[src/design/pes2ts_pkg.sv]
// ----------------------------------------------------------------------------
// pes2ts_pkg
// Shared types, constants and byte helpers of the PES to TS packetizer.
// ----------------------------------------------------------------------------
package pes2ts_pkg;

  localparam logic [7:0] TS_PAYLOAD_BYTES = 8'd184;
  localparam logic [5:0] WORDS_PER_PACKET = 6'd47;
  localparam logic [7:0] PCR_FIELD_BYTES  = 8'd8;

  localparam logic [1:0] REG_PID       = 2'd0;
  localparam logic [1:0] REG_STREAM_ID = 2'd1;
  localparam logic [1:0] REG_SYNC_BYTE = 2'd2;
  localparam logic [1:0] REG_ZERO_LEN  = 2'd3;

  localparam logic [12:0] PID_RESET       = 13'd2000;
  localparam logic [7:0]  STREAM_ID_RESET = 8'hE0;
  localparam logic [7:0]  SYNC_BYTE_RESET = 8'h47;

  typedef enum logic [1:0] {
    ST_IDLE,
    ST_HDR,
    ST_DATA,
    ST_FLUSH
  } pes2ts_state_t;

  typedef struct packed {
    logic       load;
    logic       put_hdr;
    logic       put_data;
    logic       flush;
    logic [7:0] idx;
  } pes2ts_cmd_t;

  typedef struct packed {
    logic drop;
    logic need_hdr;
    logic can_put;
    logic hdr_last;
    logic flush_done;
  } pes2ts_stat_t;

  // One byte of a 33-bit time stamp written without prefix nibbles.
  function automatic logic [7:0] stamp_byte(input logic [32:0] t, input logic [3:0] s);
    logic [7:0] b;
    b = 8'h00;
    case (s)
      4'd0:    b = {4'b0000, t[32:30], 1'b1};
      4'd1:    b = t[29:22];
      4'd2:    b = {t[21:15], 1'b1};
      4'd3:    b = t[14:7];
      4'd4:    b = {t[6:0], 1'b1};
      default: b = 8'h00;
    endcase
    return b;
  endfunction

  // One byte of the PCR field: base bits, then bit 0 on top, then extension.
  function automatic logic [7:0] pcr_byte(input logic [32:0] t, input logic [3:0] s);
    logic [7:0] b;
    b = 8'h00;
    case (s)
      4'd0:    b = t[32:25];
      4'd1:    b = t[24:17];
      4'd2:    b = t[16:9];
      4'd3:    b = t[8:1];
      4'd4:    b = {t[0], 7'b0};
      default: b = 8'h00;
    endcase
    return b;
  endfunction

endpackage

[src/design/pes_to_ts_packetizer_core.sv]
// ----------------------------------------------------------------------------
// pes_to_ts_packetizer_core
// Elementary-stream bytes in, 188-byte transport packets out as 32-bit words.
// ----------------------------------------------------------------------------
// Usage:
//   Input channel (in_*): one payload byte per transfer with frame start,
//   frame length, PTS/DTS and PCR request fields alongside.
//   Output channel (out_*): big-endian 32-bit words; out_packet_end marks the
//   47th word of a packet, out_last the last word caused by one input byte.
//   APB port: pid at 0x0, stream_id at 0x4, sync_byte at 0x8,
//   zero_pes_length at 0xC; write only while the block is idle.
// Steps:
//   A payload byte inside a packet passes the accept, pack and flush steps.
//   A byte that opens a packet first has its 4 to 187 header bytes packed,
//   one by one, by the single-byte header sequencer. Dropped bytes end at accept.
// Reset (rst_n low, synchronous): registers return to defaults, counters and
// the word packer clear, no frame is open.
// Receiver stall: one word waits in the output register and one in a pending
// register; the sequencer holds until the stall clears, so nothing is lost.
module pes_to_ts_packetizer_core
  import pes2ts_pkg::*;
(
  input  logic        clk,
  input  logic        rst_n,
  input  logic        in_valid,
  output logic        in_ready,
  input  logic [7:0]  in_data_byte,
  input  logic        in_frame_start,
  input  logic [23:0] in_frame_length,
  input  logic [32:0] in_pts,
  input  logic [32:0] in_dts,
  input  logic        in_pcr_due,
  input  logic [32:0] in_pcr_base,
  output logic        out_valid,
  input  logic        out_ready,
  output logic [31:0] out_word,
  output logic        out_packet_end,
  output logic        out_last,
  input  logic        psel,
  input  logic        penable,
  input  logic        pwrite,
  input  logic [3:0]  paddr,
  input  logic [31:0] pwdata,
  output logic [31:0] prdata,
  output logic        pready
);

  logic [12:0]  pid_r;
  logic [7:0]   stream_id_r;
  logic [7:0]   sync_byte_r;
  logic         zero_len_r;
  logic         wr_en;
  pes2ts_cmd_t  cmd;
  pes2ts_stat_t stat;

  assign pready = 1'b1;
  assign wr_en  = psel && penable && pwrite;

  // register writes; the two low address bits are ignored
  always_ff @(posedge clk) begin
    if (!rst_n) begin
      pid_r       <= PID_RESET;
      stream_id_r <= STREAM_ID_RESET;
      sync_byte_r <= SYNC_BYTE_RESET;
      zero_len_r  <= 1'b1;
    end else if (wr_en) begin
      case (paddr[3:2])
        REG_PID:       pid_r       <= pwdata[12:0];
        REG_STREAM_ID: stream_id_r <= pwdata[7:0];
        REG_SYNC_BYTE: sync_byte_r <= pwdata[7:0];
        REG_ZERO_LEN:  zero_len_r  <= pwdata[0];
        default:       pid_r       <= pid_r;
      endcase
    end
  end

  always_comb begin
    case (paddr[3:2])
      REG_PID:       prdata = {19'd0, pid_r};
      REG_STREAM_ID: prdata = {24'd0, stream_id_r};
      REG_SYNC_BYTE: prdata = {24'd0, sync_byte_r};
      REG_ZERO_LEN:  prdata = {31'd0, zero_len_r};
      default:       prdata = 32'd0;
    endcase
  end

  pes2ts_ctrl u_ctrl (
    .clk      (clk),
    .rst_n    (rst_n),
    .in_valid (in_valid),
    .in_ready (in_ready),
    .stat     (stat),
    .cmd      (cmd)
  );

  pes2ts_dp u_dp (
    .clk             (clk),
    .rst_n           (rst_n),
    .cmd             (cmd),
    .stat            (stat),
    .pid             (pid_r),
    .stream_id       (stream_id_r),
    .sync_byte       (sync_byte_r),
    .zero_pes_length (zero_len_r),
    .in_data_byte    (in_data_byte),
    .in_frame_start  (in_frame_start),
    .in_frame_length (in_frame_length),
    .in_pts          (in_pts),
    .in_dts          (in_dts),
    .in_pcr_due      (in_pcr_due),
    .in_pcr_base     (in_pcr_base),
    .out_valid       (out_valid),
    .out_ready       (out_ready),
    .out_word        (out_word),
    .out_packet_end  (out_packet_end),
    .out_last        (out_last)
  );

endmodule

[src/design/pes2ts_ctrl.sv]
// ----------------------------------------------------------------------------
// pes2ts_ctrl
// Sequencer: accepts an item, walks the header bytes, the payload byte and
// the final flush of the pending word.
// ----------------------------------------------------------------------------
module pes2ts_ctrl
  import pes2ts_pkg::*;
(
  input  logic         clk,
  input  logic         rst_n,
  input  logic         in_valid,
  output logic         in_ready,
  input  pes2ts_stat_t stat,
  output pes2ts_cmd_t  cmd
);

  pes2ts_state_t state_r, state_nxt;
  logic [7:0]    idx_r, idx_nxt;

  always_ff @(posedge clk) begin
    if (!rst_n) begin
      state_r <= ST_IDLE;
      idx_r   <= 8'd0;
    end else begin
      state_r <= state_nxt;
      idx_r   <= idx_nxt;
    end
  end

  always_comb begin
    state_nxt    = state_r;
    idx_nxt      = idx_r;
    in_ready     = 1'b0;
    cmd.load     = 1'b0;
    cmd.put_hdr  = 1'b0;
    cmd.put_data = 1'b0;
    cmd.flush    = 1'b0;
    cmd.idx      = idx_r;
    case (state_r)
      ST_IDLE: begin
        in_ready = 1'b1;
        idx_nxt  = 8'd0;
        if (in_valid) begin
          cmd.load = 1'b1;
          if (!stat.drop) begin
            state_nxt = stat.need_hdr ? ST_HDR : ST_DATA;
          end
        end
      end
      ST_HDR: begin
        if (stat.can_put) begin
          cmd.put_hdr = 1'b1;
          idx_nxt     = idx_r + 8'd1;
          if (stat.hdr_last) begin
            state_nxt = ST_DATA;
          end
        end
      end
      ST_DATA: begin
        if (stat.can_put) begin
          cmd.put_data = 1'b1;
          state_nxt    = ST_FLUSH;
        end
      end
      ST_FLUSH: begin
        cmd.flush = 1'b1;
        if (stat.flush_done) begin
          state_nxt = ST_IDLE;
        end
      end
      default: state_nxt = ST_IDLE;
    endcase
  end

endmodule

[src/design/pes2ts_dp.sv]
// ----------------------------------------------------------------------------
// pes2ts_dp
// Datapath: frame and packet counters, header byte generation, byte to word
// packing, pending word and output register.
// ----------------------------------------------------------------------------
module pes2ts_dp
  import pes2ts_pkg::*;
(
  input  logic         clk,
  input  logic         rst_n,
  input  pes2ts_cmd_t  cmd,
  output pes2ts_stat_t stat,
  input  logic [12:0]  pid,
  input  logic [7:0]   stream_id,
  input  logic [7:0]   sync_byte,
  input  logic         zero_pes_length,
  input  logic [7:0]   in_data_byte,
  input  logic         in_frame_start,
  input  logic [23:0]  in_frame_length,
  input  logic [32:0]  in_pts,
  input  logic [32:0]  in_dts,
  input  logic         in_pcr_due,
  input  logic [32:0]  in_pcr_base,
  output logic         out_valid,
  input  logic         out_ready,
  output logic [31:0]  out_word,
  output logic         out_packet_end,
  output logic         out_last
);

  // stream state
  logic [23:0] fbl_r;
  logic [7:0]  pbl_r;
  logic [3:0]  cc_r;
  logic [23:0] pw_r;
  logic [1:0]  fill_r;
  logic [5:0]  wip_r;
  // latched item
  logic [7:0]  data_r;
  logic [32:0] pts_r, dts_r, pcr_r;
  logic        pcr_due_r, first_r;
  // pending and output words
  logic        pend_v_r;
  logic [31:0] pend_word_r;
  logic        pend_end_r;
  logic        out_v_r;
  logic [31:0] out_word_r;
  logic        out_end_r, out_last_r;

  // header geometry
  logic        with_dts;
  logic [7:0]  hlen, pes_n, tsrem0, t8, pad8, padp, af, af_end, tsrem_fin, hdr_n;
  logic        pad_pos, padp_pos;
  logic [15:0] pes_len;
  logic [7:0]  j, p, s, hbyte, byte_in;
  logic        put, word_done, out_free, move_pend;
  logic [31:0] new_word;
  logic [5:0]  wip_inc;

  always_comb begin
    with_dts  = (pts_r != dts_r);
    hlen      = with_dts ? 8'd13 : 8'd8;
    pes_n     = first_r ? (hlen + 8'd6) : 8'd0;
    tsrem0    = TS_PAYLOAD_BYTES - pes_n;
    t8        = tsrem0 - PCR_FIELD_BYTES;
    pad_pos   = (fbl_r < {16'd0, tsrem0});
    padp_pos  = (fbl_r < {16'd0, t8});
    pad8      = tsrem0 - fbl_r[7:0];
    padp      = padp_pos ? (t8 - fbl_r[7:0]) : 8'd0;
    if (pcr_due_r) begin
      af        = PCR_FIELD_BYTES + padp;
      tsrem_fin = t8 - padp;
    end else if (pad_pos) begin
      af        = pad8;
      tsrem_fin = tsrem0 - pad8;
    end else begin
      af        = 8'd0;
      tsrem_fin = tsrem0;
    end
    af_end  = 8'd4 + af;
    hdr_n   = af_end + pes_n;
    pes_len = zero_pes_length ? 16'd0 : (fbl_r[15:0] + {8'd0, hlen});
  end

  // header byte at position cmd.idx
  always_comb begin
    j     = cmd.idx - 8'd4;
    p     = cmd.idx - af_end;
    s     = p - 8'd9;
    hbyte = 8'h00;
    if (cmd.idx == 8'd0) begin
      hbyte = sync_byte;
    end else if (cmd.idx == 8'd1) begin
      hbyte = {1'b0, first_r, 1'b0, pid[12:8]};
    end else if (cmd.idx == 8'd2) begin
      hbyte = pid[7:0];
    end else if (cmd.idx == 8'd3) begin
      hbyte = (pcr_due_r || pad_pos) ? {4'h3, cc_r} : {4'h1, cc_r};
    end else if (cmd.idx < af_end) begin
      if (pcr_due_r) begin
        if (j == 8'd0) hbyte = 8'd7 + padp;
        else if (j == 8'd1) hbyte = 8'h10;
        else if (j < 8'd8) hbyte = pcr_byte(pcr_r, j[3:0] - 4'd2);
        else hbyte = 8'hFF;
      end else begin
        hbyte = (j == 8'd0) ? (pad8 - 8'd1) : 8'h00;
      end
    end else begin
      case (p)
        8'd0, 8'd1: hbyte = 8'h00;
        8'd2:       hbyte = 8'h01;
        8'd3:       hbyte = stream_id;
        8'd4:       hbyte = pes_len[15:8];
        8'd5:       hbyte = pes_len[7:0];
        8'd6:       hbyte = 8'h80;
        8'd7:       hbyte = with_dts ? 8'hC0 : 8'h80;
        8'd8:       hbyte = hlen - 8'd3;
        default: begin
          if (with_dts && s < 8'd5) hbyte = stamp_byte(pts_r, s[3:0]);
          else if (with_dts)        hbyte = stamp_byte(dts_r, s[3:0] - 4'd5);
          else                      hbyte = stamp_byte(dts_r, s[3:0]);
        end
      endcase
    end
  end

  always_comb begin
    put       = cmd.put_hdr || cmd.put_data;
    byte_in   = cmd.put_hdr ? hbyte : data_r;
    word_done = put && (fill_r == 2'd3);
    new_word  = {pw_r, byte_in};
    wip_inc   = wip_r + 6'd1;
    out_free  = !out_v_r || out_ready;
    move_pend = pend_v_r && (word_done || (cmd.flush && out_free));

    stat.drop       = (fbl_r == 24'd0) && (!in_frame_start || in_frame_length == 24'd0);
    stat.need_hdr   = (fbl_r == 24'd0) || (pbl_r == 8'd0);
    stat.can_put    = !((fill_r == 2'd3) && pend_v_r && !out_free);
    stat.hdr_last   = (cmd.idx == hdr_n - 8'd1);
    stat.flush_done = !pend_v_r || out_free;
  end

  always_ff @(posedge clk) begin
    if (!rst_n) begin
      fbl_r    <= 24'd0;
      pbl_r    <= 8'd0;
      cc_r     <= 4'd0;
      pw_r     <= 24'd0;
      fill_r   <= 2'd0;
      wip_r    <= 6'd0;
      first_r  <= 1'b0;
      pend_v_r <= 1'b0;
      out_v_r  <= 1'b0;
    end else begin
      if (cmd.load && !stat.drop) begin
        if (fbl_r == 24'd0) begin
          fbl_r   <= in_frame_length;
          pbl_r   <= 8'd0;
          first_r <= 1'b1;
        end else begin
          first_r <= 1'b0;
        end
      end
      if (cmd.put_hdr && stat.hdr_last) begin
        pbl_r <= tsrem_fin;
        cc_r  <= cc_r + 4'd1;
      end
      if (cmd.put_data) begin
        pbl_r <= pbl_r - 8'd1;
        fbl_r <= fbl_r - 24'd1;
      end
      // pack bytes into words
      if (put) begin
        if (word_done) begin
          pw_r   <= 24'd0;
          fill_r <= 2'd0;
          wip_r  <= (wip_inc >= WORDS_PER_PACKET) ? 6'd0 : wip_inc;
        end else begin
          pw_r   <= {pw_r[15:0], byte_in};
          fill_r <= fill_r + 2'd1;
        end
      end
      // hold the newest word back until it is known whether it is the last
      if (word_done) begin
        pend_v_r <= 1'b1;
      end else if (move_pend) begin
        pend_v_r <= 1'b0;
      end
      if (move_pend) begin
        out_v_r <= 1'b1;
      end else if (out_ready) begin
        out_v_r <= 1'b0;
      end
    end
  end

  always_ff @(posedge clk) begin
    if (cmd.load) begin
      data_r    <= in_data_byte;
      pcr_due_r <= in_pcr_due;
      pcr_r     <= in_pcr_base;
      if (fbl_r == 24'd0) begin
        pts_r <= in_pts;
        dts_r <= in_dts;
      end else begin
        pts_r <= in_pts;
        dts_r <= in_dts;
      end
    end
    if (word_done) begin
      pend_word_r <= new_word;
      pend_end_r  <= (wip_inc >= WORDS_PER_PACKET);
    end
    if (move_pend) begin
      out_word_r <= pend_word_r;
      out_end_r  <= pend_end_r;
      out_last_r <= cmd.flush;
    end
  end

  assign out_valid      = out_v_r;
  assign out_word       = out_word_r;
  assign out_packet_end = out_end_r;
  assign out_last       = out_last_r;

  a_wip_range: assert property (@(posedge clk) disable iff (!rst_n)
    wip_r < WORDS_PER_PACKET)
    else $error("word count ran past packet end");

  a_pend_moves: assert property (@(posedge clk) disable iff (!rst_n)
    (word_done && pend_v_r) |=> (out_v_r && pend_v_r))
    else $error("pending word lost on new word");

  a_flush_clears: assert property (@(posedge clk) disable iff (!rst_n)
    (cmd.flush && stat.flush_done) |=> !pend_v_r)
    else $error("pending word kept after flush");

  a_frame_count: assert property (@(posedge clk) disable iff (!rst_n)
    cmd.put_data |=> (fbl_r == $past(fbl_r) - 24'd1))
    else $error("frame byte count not advanced");

endmodule

[config.mk]
export PLATFORM = sky130hd
export DESIGN_NAME = pes_to_ts_packetizer_core
export DESIGN_NICKNAME = d
export VERILOG_FILES = /design/src/design/pes2ts_pkg.sv /design/src/design/pes_to_ts_packetizer_core.sv /design/src/design/pes2ts_ctrl.sv /design/src/design/pes2ts_dp.sv
export SDC_FILE = /design/constraint.sdc
export NUM_CORES = 1
export LEC_CHECK = 0
export BUFFER_PORTS_ARGS = -buffer_cell sky130_fd_sc_hd__buf_2
export CORE_MARGIN = 2
export CORE_UTILIZATION = 50
export CTS_BUF_LIST = sky130_fd_sc_hd__clkbuf_2
export DETAILED_ROUTE_END_ITERATION = 8
export HOLD_SLACK_MARGIN = 0.03
export PLACE_DENSITY = 0.74
export SETUP_SLACK_MARGIN = 0.3
export SLEW_MARGIN = 20
export SYNTH_ARGS = -nofsm -noshare
export SYNTH_HDL_FRONTEND = slang
export SYNTH_SLANG_ARGS = --single-unit
[constraint.sdc]
create_clock -name clk -period 7.4 [get_ports clk]
set_input_delay 1.11 -clock clk [delete_from_list [all_inputs] [get_ports clk]]
set_output_delay 1.11 -clock clk [all_outputs]
set_load 0.005 [all_outputs]
After elaboration in Yosys (flattened, before gate mapping) --
Cells that the tools add are included.
Operators by class: reduce and logical (&&, ||, !) cells 51, muxes and demuxes 61, $lt $le $gt $ge 6, equality and inequality tests 39, $add $sub $neg 26
Operator list (number):
- 8-bit two-way mux | 24
- 8-bit case mux with 5 select lines | 4
- 32-bit case mux with 4 select lines | 1
- 24-bit two-way mux | 4
- 8-bit case mux with 8 select lines | 1
- 24-bit zero test | 2
- 24-bit by 8-bit < comparator with 1-bit output | 2
- 8-bit subtractor | 5
- 33-bit != test | 1
- 8-bit by 2-bit equality test with 1-bit output (second input constant) | 4
- 8-bit by 3-bit equality test with 1-bit output (second input constant) | 4
- 8-bit zero test | 4
- 4-bit by 2-bit equality test with 1-bit output (second input constant) | 6
- 8-bit by 1-bit equality test with 1-bit output (second input constant) | 3
- 24-bit by 1-bit subtractor with 24-bit output (second input constant) | 1
- 8-bit by 1-bit subtractor with 8-bit output (second input constant) | 3
- 16-bit by 8-bit adder with 16-bit output | 1
- 3-bit by 8-bit adder with 8-bit output (first input constant) | 2
- 16-bit two-way mux | 1
- 2-bit two-way mux | 8
- 8-bit case mux with 2 select lines | 1
- 2-bit AND reduction | 8
- 8-bit by 4-bit subtractor with 8-bit output (second input constant) | 2
- 4-bit by 1-bit equality test with 1-bit output (second input constant) | 3
- other kinds (37) | 88
Word-level totals: logic and storage cells 208, output and inout bits 69, register bits after elaboration 286

Logic depth before layout (Yosys ltp) --
Gate-level depths: netlist of the first run.
word-level depth 26, depth in mapped cells 35, mapped depth without buffers 33

Cells and area by module --
From an unflattened synthesis of the first run, not the netlist that was laid out.
Second synthesis, totals: cells, all modules 1678, area, all modules 16857.4 um^2
By module, submodules not included:
- pes2ts_dp | instances 1, cells each 1422, sequential area each 6676.4 um^2, area each 14639.0 um^2
- pes_to_ts_packetizer_core | instances 1, cells each 185, sequential area each 600.6 um^2, area each 1611.5 um^2
- pes2ts_ctrl | instances 1, cells each 71, sequential area each 200.2 um^2, area each 606.8 um^2

Worst setup path after synthesis of the first run --
No wires, ideal clock.
kind flip-flop to flip-flop, from reg u_dp.dts_r[20], to reg u_dp.pend_word_r[7], data pin, path slack -403 ps, arrival time 7538 ps, stages on the path, launching flop included 35, path through edfxtp_1 -> xor2_1 -> nor4_1 -> nand4_1 -> nor3_2 -> inv_2 -> nand2_1 -> inv_1 -> ha_1 -> clkbuf_1 -> nor3b_1 -> nand2b_1 -> o221ai_1 -> o31ai_1 -> buf_2 -> nor2_1 -> nand2b_1 -> inv_1 -> ha_1 -> a2111oi_2 -> o21ai_2 -> a211oi_1 -> xor2_1 -> ha_1 -> and2_1 -> a21o_1 -> or2_2 -> a21oi_1 -> a41o_1 -> nor2_1 -> a2111oi_2 -> nand2_1 -> mux2i_1 -> a221oi_1 -> nor2_1
Between the ends: cells in the longest elaborated chain, start to end 25, elaborated cells on any way between the ends 61, those cells by class add/sub (14); order compare (4); eq/ne (17); mux (21); reduce/logical (5)
RTL lines:
- from (decl) | line pes2ts_dp.sv:40 | logic [32:0] pts_r, dts_r, pcr_r;
- from (signal assigned) | line pes2ts_dp.sv:204 | dts_r <= in_dts;
- from (signal assigned) | line pes2ts_dp.sv:207 | dts_r <= in_dts;
- 33-bit != test (*) | line pes2ts_dp.sv:61 | with_dts = (pts_r != dts_r);
- 3-bit two-way mux | line pes2ts_dp.sv:62 | hlen = with_dts ? 8'd13 : 8'd8;
- 8-bit by 3-bit adder with 8-bit output | line pes2ts_dp.sv:63 | pes_n = first_r ? (hlen + 8'd6) : 8'd0;
- 8-bit two-way mux | line pes2ts_dp.sv:63
- 8-bit subtractor | line pes2ts_dp.sv:64 | tsrem0 = TS_PAYLOAD_BYTES - pes_n;
- 8-bit by 4-bit subtractor with 8-bit output | line pes2ts_dp.sv:65 | t8 = tsrem0 - PCR_FIELD_BYTES;
- 24-bit by 8-bit < comparator with 1-bit output or 8-bit subtractor (tied branches) | line pes2ts_dp.sv:67, pes2ts_dp.sv:69
- 8-bit two-way mux | line pes2ts_dp.sv:69 | padp = padp_pos ? (t8 - fbl_r[7:0]) : 8'd0;
- [... 10 more ...]
- 8-bit case mux with 8 select lines | line pes2ts_dp.sv:109 | case (p)
- 8-bit two-way mux (*) | line pes2ts_dp.sv:99 | end else if (cmd.idx < af_end) begin
- 8-bit two-way mux (*) | line pes2ts_dp.sv:97 | end else if (cmd.idx == 8'd3) begin
- 8-bit two-way mux (*) | line pes2ts_dp.sv:95 | end else if (cmd.idx == 8'd2) begin
- 8-bit two-way mux (*) | line pes2ts_dp.sv:93 | end else if (cmd.idx == 8'd1) begin
- 8-bit two-way mux (*) | line pes2ts_dp.sv:91 | if (cmd.idx == 8'd0) begin
- 8-bit two-way mux (*) | line pes2ts_dp.sv:129 | byte_in = cmd.put_hdr ? hbyte : data_r;
- named net u_dp.byte_in[7] | line pes2ts_dp.sv:55 | logic [7:0] j, p, s, hbyte, byte_in;
- to (signal assigned) | line pes2ts_dp.sv:211 | pend_word_r <= new_word;
- to (decl) | line pes2ts_dp.sv:44 | logic [31:0] pend_word_r;
The timed path passes the listed nets; every way through them passes the cells marked *. A chain may end at the register's enable or synchronous reset.

Worst setup path after layout of the first run --
from reg u_dp.dts_r[15], to reg u_dp.pend_word_r[4], data pin
Same word-level chain as after synthesis.

==> run_results.csv, run 1 <==
group,metric,value,unit
run_status,status,"finished, final reports clean",
drt,wl_met1,21.5,mm
global_routing,grt_pass1_wl,82.1,mm
drt,wl_met2,26.3,mm
logic_synthesis,syn_area,17300,sq um
worst_setup_path,critPathMaxStageDelay,0.42,ns
drt,route.met3.wl,3.86,mm
global_routing,antenna_found_initial,2,
logic_synthesis,synth_cell_types,100,
logic_synthesis,async_flop_share,0,
logic_synthesis,ys_ff_latch,286,
sta,setup_viol,0,
finish,fin_cells,2792,
drt,drc,0,
clock_network,htree_levels,3,
finish,nNetsFinal,2538,
worst_setup_path,worst_ep_arrival_time,7.74,ns
logic_synthesis,synth.most_common_cell,"nand2_1",
logic_synthesis,synth_top_area_frac,0.305,
drt,vias,16300,
floorplan,row_count,68,
global_routing,grt.overflow.total,0,
power_and_ir_drop,leakage,9.17,nW
logic_synthesis,yosys_warnings,0,
worst_setup_path,critPathMaxFanout,4,
sta,hold_ws,0.304,ns
worst_setup_path,crit_path_end_kind,"flop",
worst_setup_path,slowest_stage,"edfxtp_1",
sta,max_freq,143,MHz
sta,rsz0062_at_grt,"true",
sta,drv_slew,0,
clock_network,cts_hold_buffers,0,
sta,clock-skew-final,0.114,ns
sta,hold_viol,0,
placed_design,place_ws,-0.0895,ns
placed_design,port_buffers,203,
drt,top_layer,"met4",
placed_design,hpwlAfterDp,40.4,mm
worst_setup_path,reg2reg_slack,0.39,ns
logic_synthesis,synth_cells,1822,
worst_setup_path,worstSetupPathType,"reg2reg",
floorplan,die-area,36000,sq um
worst_setup_path,crit_start,"u_dp.dts_r[15]",
job,cap_violations,0,
logic_synthesis,syn_area_per_cell,9.47,sq um
finish,design_area,22100,sq um
logic_synthesis,synthTopCellsByCount,"205 x nand2_1, 175 x edfxtp_1, 146 x nor2_1",
floorplan,die_x,190,microns
power_and_ir_drop,ir_drop,0.455,mV
drt,drt_iter0_markers,1323,
global_routing,grt_pass1_vias,15700,
worst_setup_path,r2r_cells,39,
clock_network,clk-insertion-delay-late,1.00,ns
logic_synthesis,synth_ff_type,"edfxtp_1",
placed_design,gp_congestion,1.01,
floorplan,io_pins,245,
logic_synthesis,synth_edf_count,175,
placed_design,dpl_cell_area,20400,sq um
drt,wl_per_cell,19.4,microns
placed_design,dpl.cell_count,2637,
clock_network,root_buffer,"clkbuf_2",
worst_setup_path,reg2reg_from,"u_dp.dts_r[15]",
floorplan,core_region_area,34300,sq um
power_and_ir_drop,power_density,572,nW/um^2
finish,area_growth,28.2,%
floorplan,die_y,190,microns
clock_network,clkTransAtPathRegs,0.11,ns
clock_network,cts_buffers,71,
sta,slew_headroom,0.297,
sta,finalCritPeriodShare,0.947,
global_routing,grt_max_degree,82,
min_path,hold_end,"u_dp.pcr_r[5]",
clock_network,cts_tree,"done",
worst_setup_path,cp_common_cell,"buf_4",
clock_network,cts.sinks,286,
clock_network,clock_path_buffers,3,
sta,worst_slew_pin_slew,1.05,ns
drt,postRouteAntennaNets,0,
sta,post-route-min-period,7.01,ns
min_path,worstHoldPathType,"in2reg",
power_and_ir_drop,total_power,12.6,mW
global_routing,track_usage,0.291,
worst_setup_path,startpoint_type,"flop",
min_path,whs_path_depth,1,
sta,final.setup.worst_slack,0.390,ns
drt,vias_per_cell,5.85,
min_path,min_from,"in_pcr_base[5]",
drt,routed_wl,54.1,mm
worst_setup_path,worstReg2RegEnd,"u_dp.pend_word_r[4]",
logic_synthesis,yosys.area.top_type,"edfxtp_1",
finish,layout-drive-gt1-share,0.316,
floorplan,start_util,0.503,
worst_setup_path,required,8.13,ns
drt,firstDrtPassIters,6,
logic_synthesis,synth_seq_area_share,0.433,
logic_synthesis,synthTopCellsByArea,"edfxtp_1 30%, dfxtp_1 13%, ha_1 5.7%, nand2_1 4.5%, nor2_1 3.2%",
[power by group]
group	switching (mW)	internal, mW	leakage [nW]
Sequential	0.205	1.96	2.56
Clock	0.647	0.532	0.541
Combinational	5.06	4.23	6.07
Total	5.91	6.73	9.17
[per-stage QoR]
stage | setup TNS (ns) | utilization
after floorplan | 0 | -
after global placement | 0 | 0.594
after detailed placement | -0.349 | 0.594
after CTS | 0 | 0.624
after global routing | 0 | 0.645
final | 0 | 0.645
[flip-flops by register name (all words and copies together) (netlist names), 13 cells and up]
register and count:
u_dp.pw_r 24, pid_r 13, u_dp.out_word 32, u_dp.dts_r 33, u_dp.fbl_r 24, u_dp.pcr_r 33
u_dp.pend_word_r 32, u_dp.pts_r 33
[critical path: cells and delay by family, from the launching register on]
| kind | cells | cell delay [ns] |
|---|---|---|
| AOI/OAI and AO/OA | 11 | 2.04 |
| and+or+nand+nor | 11 | 1.76 |
| buffers and inverters | 12 | 1.51 |
| adders and majority gates | 3 | 0.67 |
| DFF | 1 | 0.42 |
| xor gates and xnor gates | 2 | 0.37 |
[worst max path at each step]
stage                     slack [ns]                  end
after global routing            0.03  u_dp.pend_word_r[7]
after global placement          0.01         u_dp.pw_r[2]
after CTS                       0.31         u_dp.pw_r[1]
after detailed placement       -0.09         u_dp.pw_r[1]
after floorplan                 0.34  u_dp.pend_word_r[6]
final                           0.39  u_dp.pend_word_r[4]
[timing repair]
| item | 4_1_cts | 5_1_grt |
|---|---|---|
| endpoints found under the setup margin | 23 | 30 |
| resized for setup | 41 | 108 |
| pin swaps | 16 | 50 |
| setup buffers | 9 | 17 |
[placed cells by master, fill, tap and decap left out, types with 35 or more instances in the layout]
| cell type | instances |
|---|---|
| buf_2 | 203 |
| a21oi_1 | 85 |
| edfxtp_1 | 175 |
| dfxtp_1 | 111 |
| nor3_1 | 38 |
| o21ai_0 | 86 |
| xnor2_1 | 54 |
| and3_1 | 35 |
| xor2_1 | 55 |
| nand2_1 | 202 |
| a22oi_1 | 53 |
| ha_1 | 64 |
| buf_4 | 261 |
| nor2_1 | 137 |
| inv_1 | 58 |
| clkbuf_2 | 107 |
| nand3_1 | 50 |
[cell families (layout without fill, tap and decap cells)]
| logic type | after synthesis | count (layout) | synth area share |
|---|---|---|---|
| fa+ha+maj | 84 | 84 | 0.0618 |
| other cells | 2 | 22 | 0.000435 |
| flops | 286 | 286 | 0.433 |
| compound gates | 488 | 488 | 0.201 |
| simple gates | 641 | 641 | 0.180 |
| mux | 26 | 26 | 0.0160 |
| xor+xnor | 119 | 119 | 0.0641 |
| buf+inv | 176 | 671 | 0.0439 |
[metal layers]
layer | up-vias | track usage
li1 | 7738 | -
met1 | 7760 | 0.362
met2 | 718 | 0.492
met3 | 128 | 0.0483
met4 | 0 | 0.146
met5 | - | 0
[layout make-up]
cell class | count | area [sq um]
Antenna cell | 2 | 5.00
Clock buffer | 107 | 536
Clock inverter | 20 | 206
Fill cell | 2762 | 12200
Inverter | 70 | 270
Multi-Input combinational cell | 1378 | 9910
Sequential cell | 286 | 7480
Tap cell | 455 | 569
Timing Repair Buffer | 474 | 3130
Power figures use the tool's default switching activity.
==> run 2: changes to the inputs <==
- CTS_BUF_LIST: sky130_fd_sc_hd__clkbuf_2 -> sky130_fd_sc_hd__clkbuf_4 sky130_fd_sc_hd__clkbuf_8
- PLACE_DENSITY: 0.74 -> unset
- PLACE_DENSITY_LB_ADDON: unset -> 0.05
==> run 2 against run 1 <==
Net effect: critical endpoint is now u_dp.pend_word_r[6]; die area unchanged; sequential share of layout area down 0.94 points; design area rose by 2.9%; highest routed layer unchanged.
==> run_results.csv, run 2 (synthesis gave the netlist of run 1 again) <==
group,metric,value,unit
clock_network,clock_path_buffers,3,
finish,antenna_cells,0,
worst_setup_path,worstSetupPathType,"reg2reg",
finish,layout_commonest_cell,"buf_4",
placed_design,port_buffers,203,
run_status,status,"finished, final reports clean",
sta,setup_viol,0,
finish,nNetsFinal,2551,
worst_setup_path,reg2reg_slack,0.16,ns
worst_setup_path,critPathBufInv,7,
drt,vias_per_cell,5.83,
sta,post-route-min-period,7.24,ns
global_routing,grt_max_degree,61,
floorplan,die-area,36000,sq um
drt,routed_wl,54.5,mm
global_routing,track_usage,0.296,
worst_setup_path,crit_path_end_kind,"flop",
global_routing,grt.overflow.total,0,
drt,drt_iter0_markers,1287,
floorplan,io_pins,245,
sta,drv_slew,0,
global_routing,antenna_found_initial,0,
sta,finalCritPeriodShare,0.978,
worst_setup_path,startpoint_type,"flop",
clock_network,cts.sinks,286,
worst_setup_path,reg2reg_from,"u_dp.pts_r[2]",
global_routing,grt_pass1_wl,83.2,mm
finish,fin_cells,2787,
finish,layout-drive-gt1-share,0.319,
placed_design,hpwlAfterDp,41.3,mm
worst_setup_path,worstReg2RegEnd,"u_dp.pend_word_r[6]",
finish,area_growth,31.8,%
worst_setup_path,worst_ep_arrival_time,7.57,ns
clock_network,clkTransAtPathRegs,0.06,ns
sta,max_freq,138,MHz
clock_network,root_buffer,"clkbuf_8",
drt,drc,0,
floorplan,die_y,190,microns
min_path,hold_end,"u_dp.out_word[18]",
sta,slew_headroom,0.314,
finish,top_regs,"u_dp.dts_r x33, u_dp.pcr_r x33, u_dp.pts_r x33",
job,cap_violations,0,
sta,hold_viol,0,
worst_setup_path,required,7.74,ns
worst_setup_path,cp_top_family,"compound AO/OA/AOI/OAI gates",
placed_design,dpl.cell_count,2665,
sta,clock-skew-final,0.0341,ns
placed_design,place_ws,-0.281,ns
drt,firstDrtPassIters,5,
sta,rsz0062_at_grt,"true",
finish,fill_cells,2799,
min_path,min_from,"u_dp.pend_word_r[18]",
drt,postRouteAntennaNets,0,
finish,final_cell_mix,"292 x buf_4, 203 x buf_2, 201 x nand2_1, 175 x edfxtp_1, 140 x nor2_1",
worst_setup_path,r2r_cells,34,
placed_design,gp_congestion,1.03,
worst_setup_path,cp_common_cell,"buf_4",
sta,worst_slew_pin_slew,1.03,ns
floorplan,core_region_area,34300,sq um
floorplan,die_x,190,microns
min_path,worstHoldPathType,"reg2reg",
worst_setup_path,critPathMaxStageDelay,0.45,ns
min_path,whs_path_depth,0,
clock_network,cts_tree,"done",
global_routing,grt_pass1_vias,15300,
worst_setup_path,slowest_stage,"a2111o_1",
clock_network,cts_hold_buffers,0,
clock_network,cts_buffers,47,
sta,final.setup.worst_slack,0.162,ns
drt,wl_per_cell,19.6,microns
worst_setup_path,critPathMaxFanout,5,
clock_network,htree_levels,2,
clock_network,clk-insertion-delay-late,0.62,ns
floorplan,row_count,68,
floorplan,start_util,0.503,
drt,vias,16200,
run 2: metrics by stage:
stage / instance area, sq um / setup TNS, ns / hold WS, ns / utilization
6_report: 22700 / 0 / 0.419 / 0.663
5_1_grt: 22700 / -0.275 / 0.427 / 0.663
3_3_place_gp: 20500 / -0.656 / 0.401 / 0.599
2_1_floorplan: 17400 / 0 / 0.400 / -
4_1_cts: 21900 / 0 / 0.418 / 0.640
3_5_place_dp: 20500 / -1.36 / 0.405 / 0.599
run 2: repair_timing:
item | in CTS | in global routing
endpoints found under the setup margin | 29 | 30
pin swaps | 26 | 49
hold endpoints to repair | 0 | 0
gates resized for setup | 57 | 114
setup buffers | 10 | 24
run 2: area by class of cell:
| type | count | area, sq um | area share |
|---|---|---|---|
| multi-input combinational | 1378 | 9980 | 0.439 |
| sequential | 286 | 7480 | 0.329 |
| timing repair buffer | 511 | 3420 | 0.150 |
| clock buffer | 60 | 763 | 0.0336 |
| tap | 455 | 569 | 0.0250 |
| inverter | 70 | 269 | 0.0118 |
| clock inverter | 27 | 265 | 0.0117 |
run 2: how the worst max path moves through the flow:
stage	to	slack, ns	cells past startpoint	start
floorplan	u_dp.pend_word_r[6]	0.34	30	u_dp.dts_r[13]
global placement	u_dp.pend_word_r[5]	-0.19	33	u_dp.dts_r[15]
detailed placement	u_dp.pend_word_r[5]	-0.28	33	u_dp.dts_r[15]
CTS	u_dp.pend_word_r[6]	0.11	32	u_dp.dts_r[24]
global route	u_dp.pend_word_r[6]	-0.11	34	u_dp.pts_r[2]
finish	u_dp.pend_word_r[6]	0.16	34	u_dp.pts_r[2]
run 2: per-layer routing:
| layer | vias to the layer above | GRT usage | wire, microns |
|---|---|---|---|
| met4 | 0 | 0.133 | 2320 |
| met1 | 7730 | 0.381 | 22500 |
| met3 | 139 | 0.0426 | 3480 |
| li1 | 7745 | - | - |
| met2 | 635 | 0.495 | 26200 |
| met5 | - | 0 | 0 |
Power of run 2 is not shown: default switching activity piles up to over one toggle a cycle in this logic, so the estimate is an artifact.
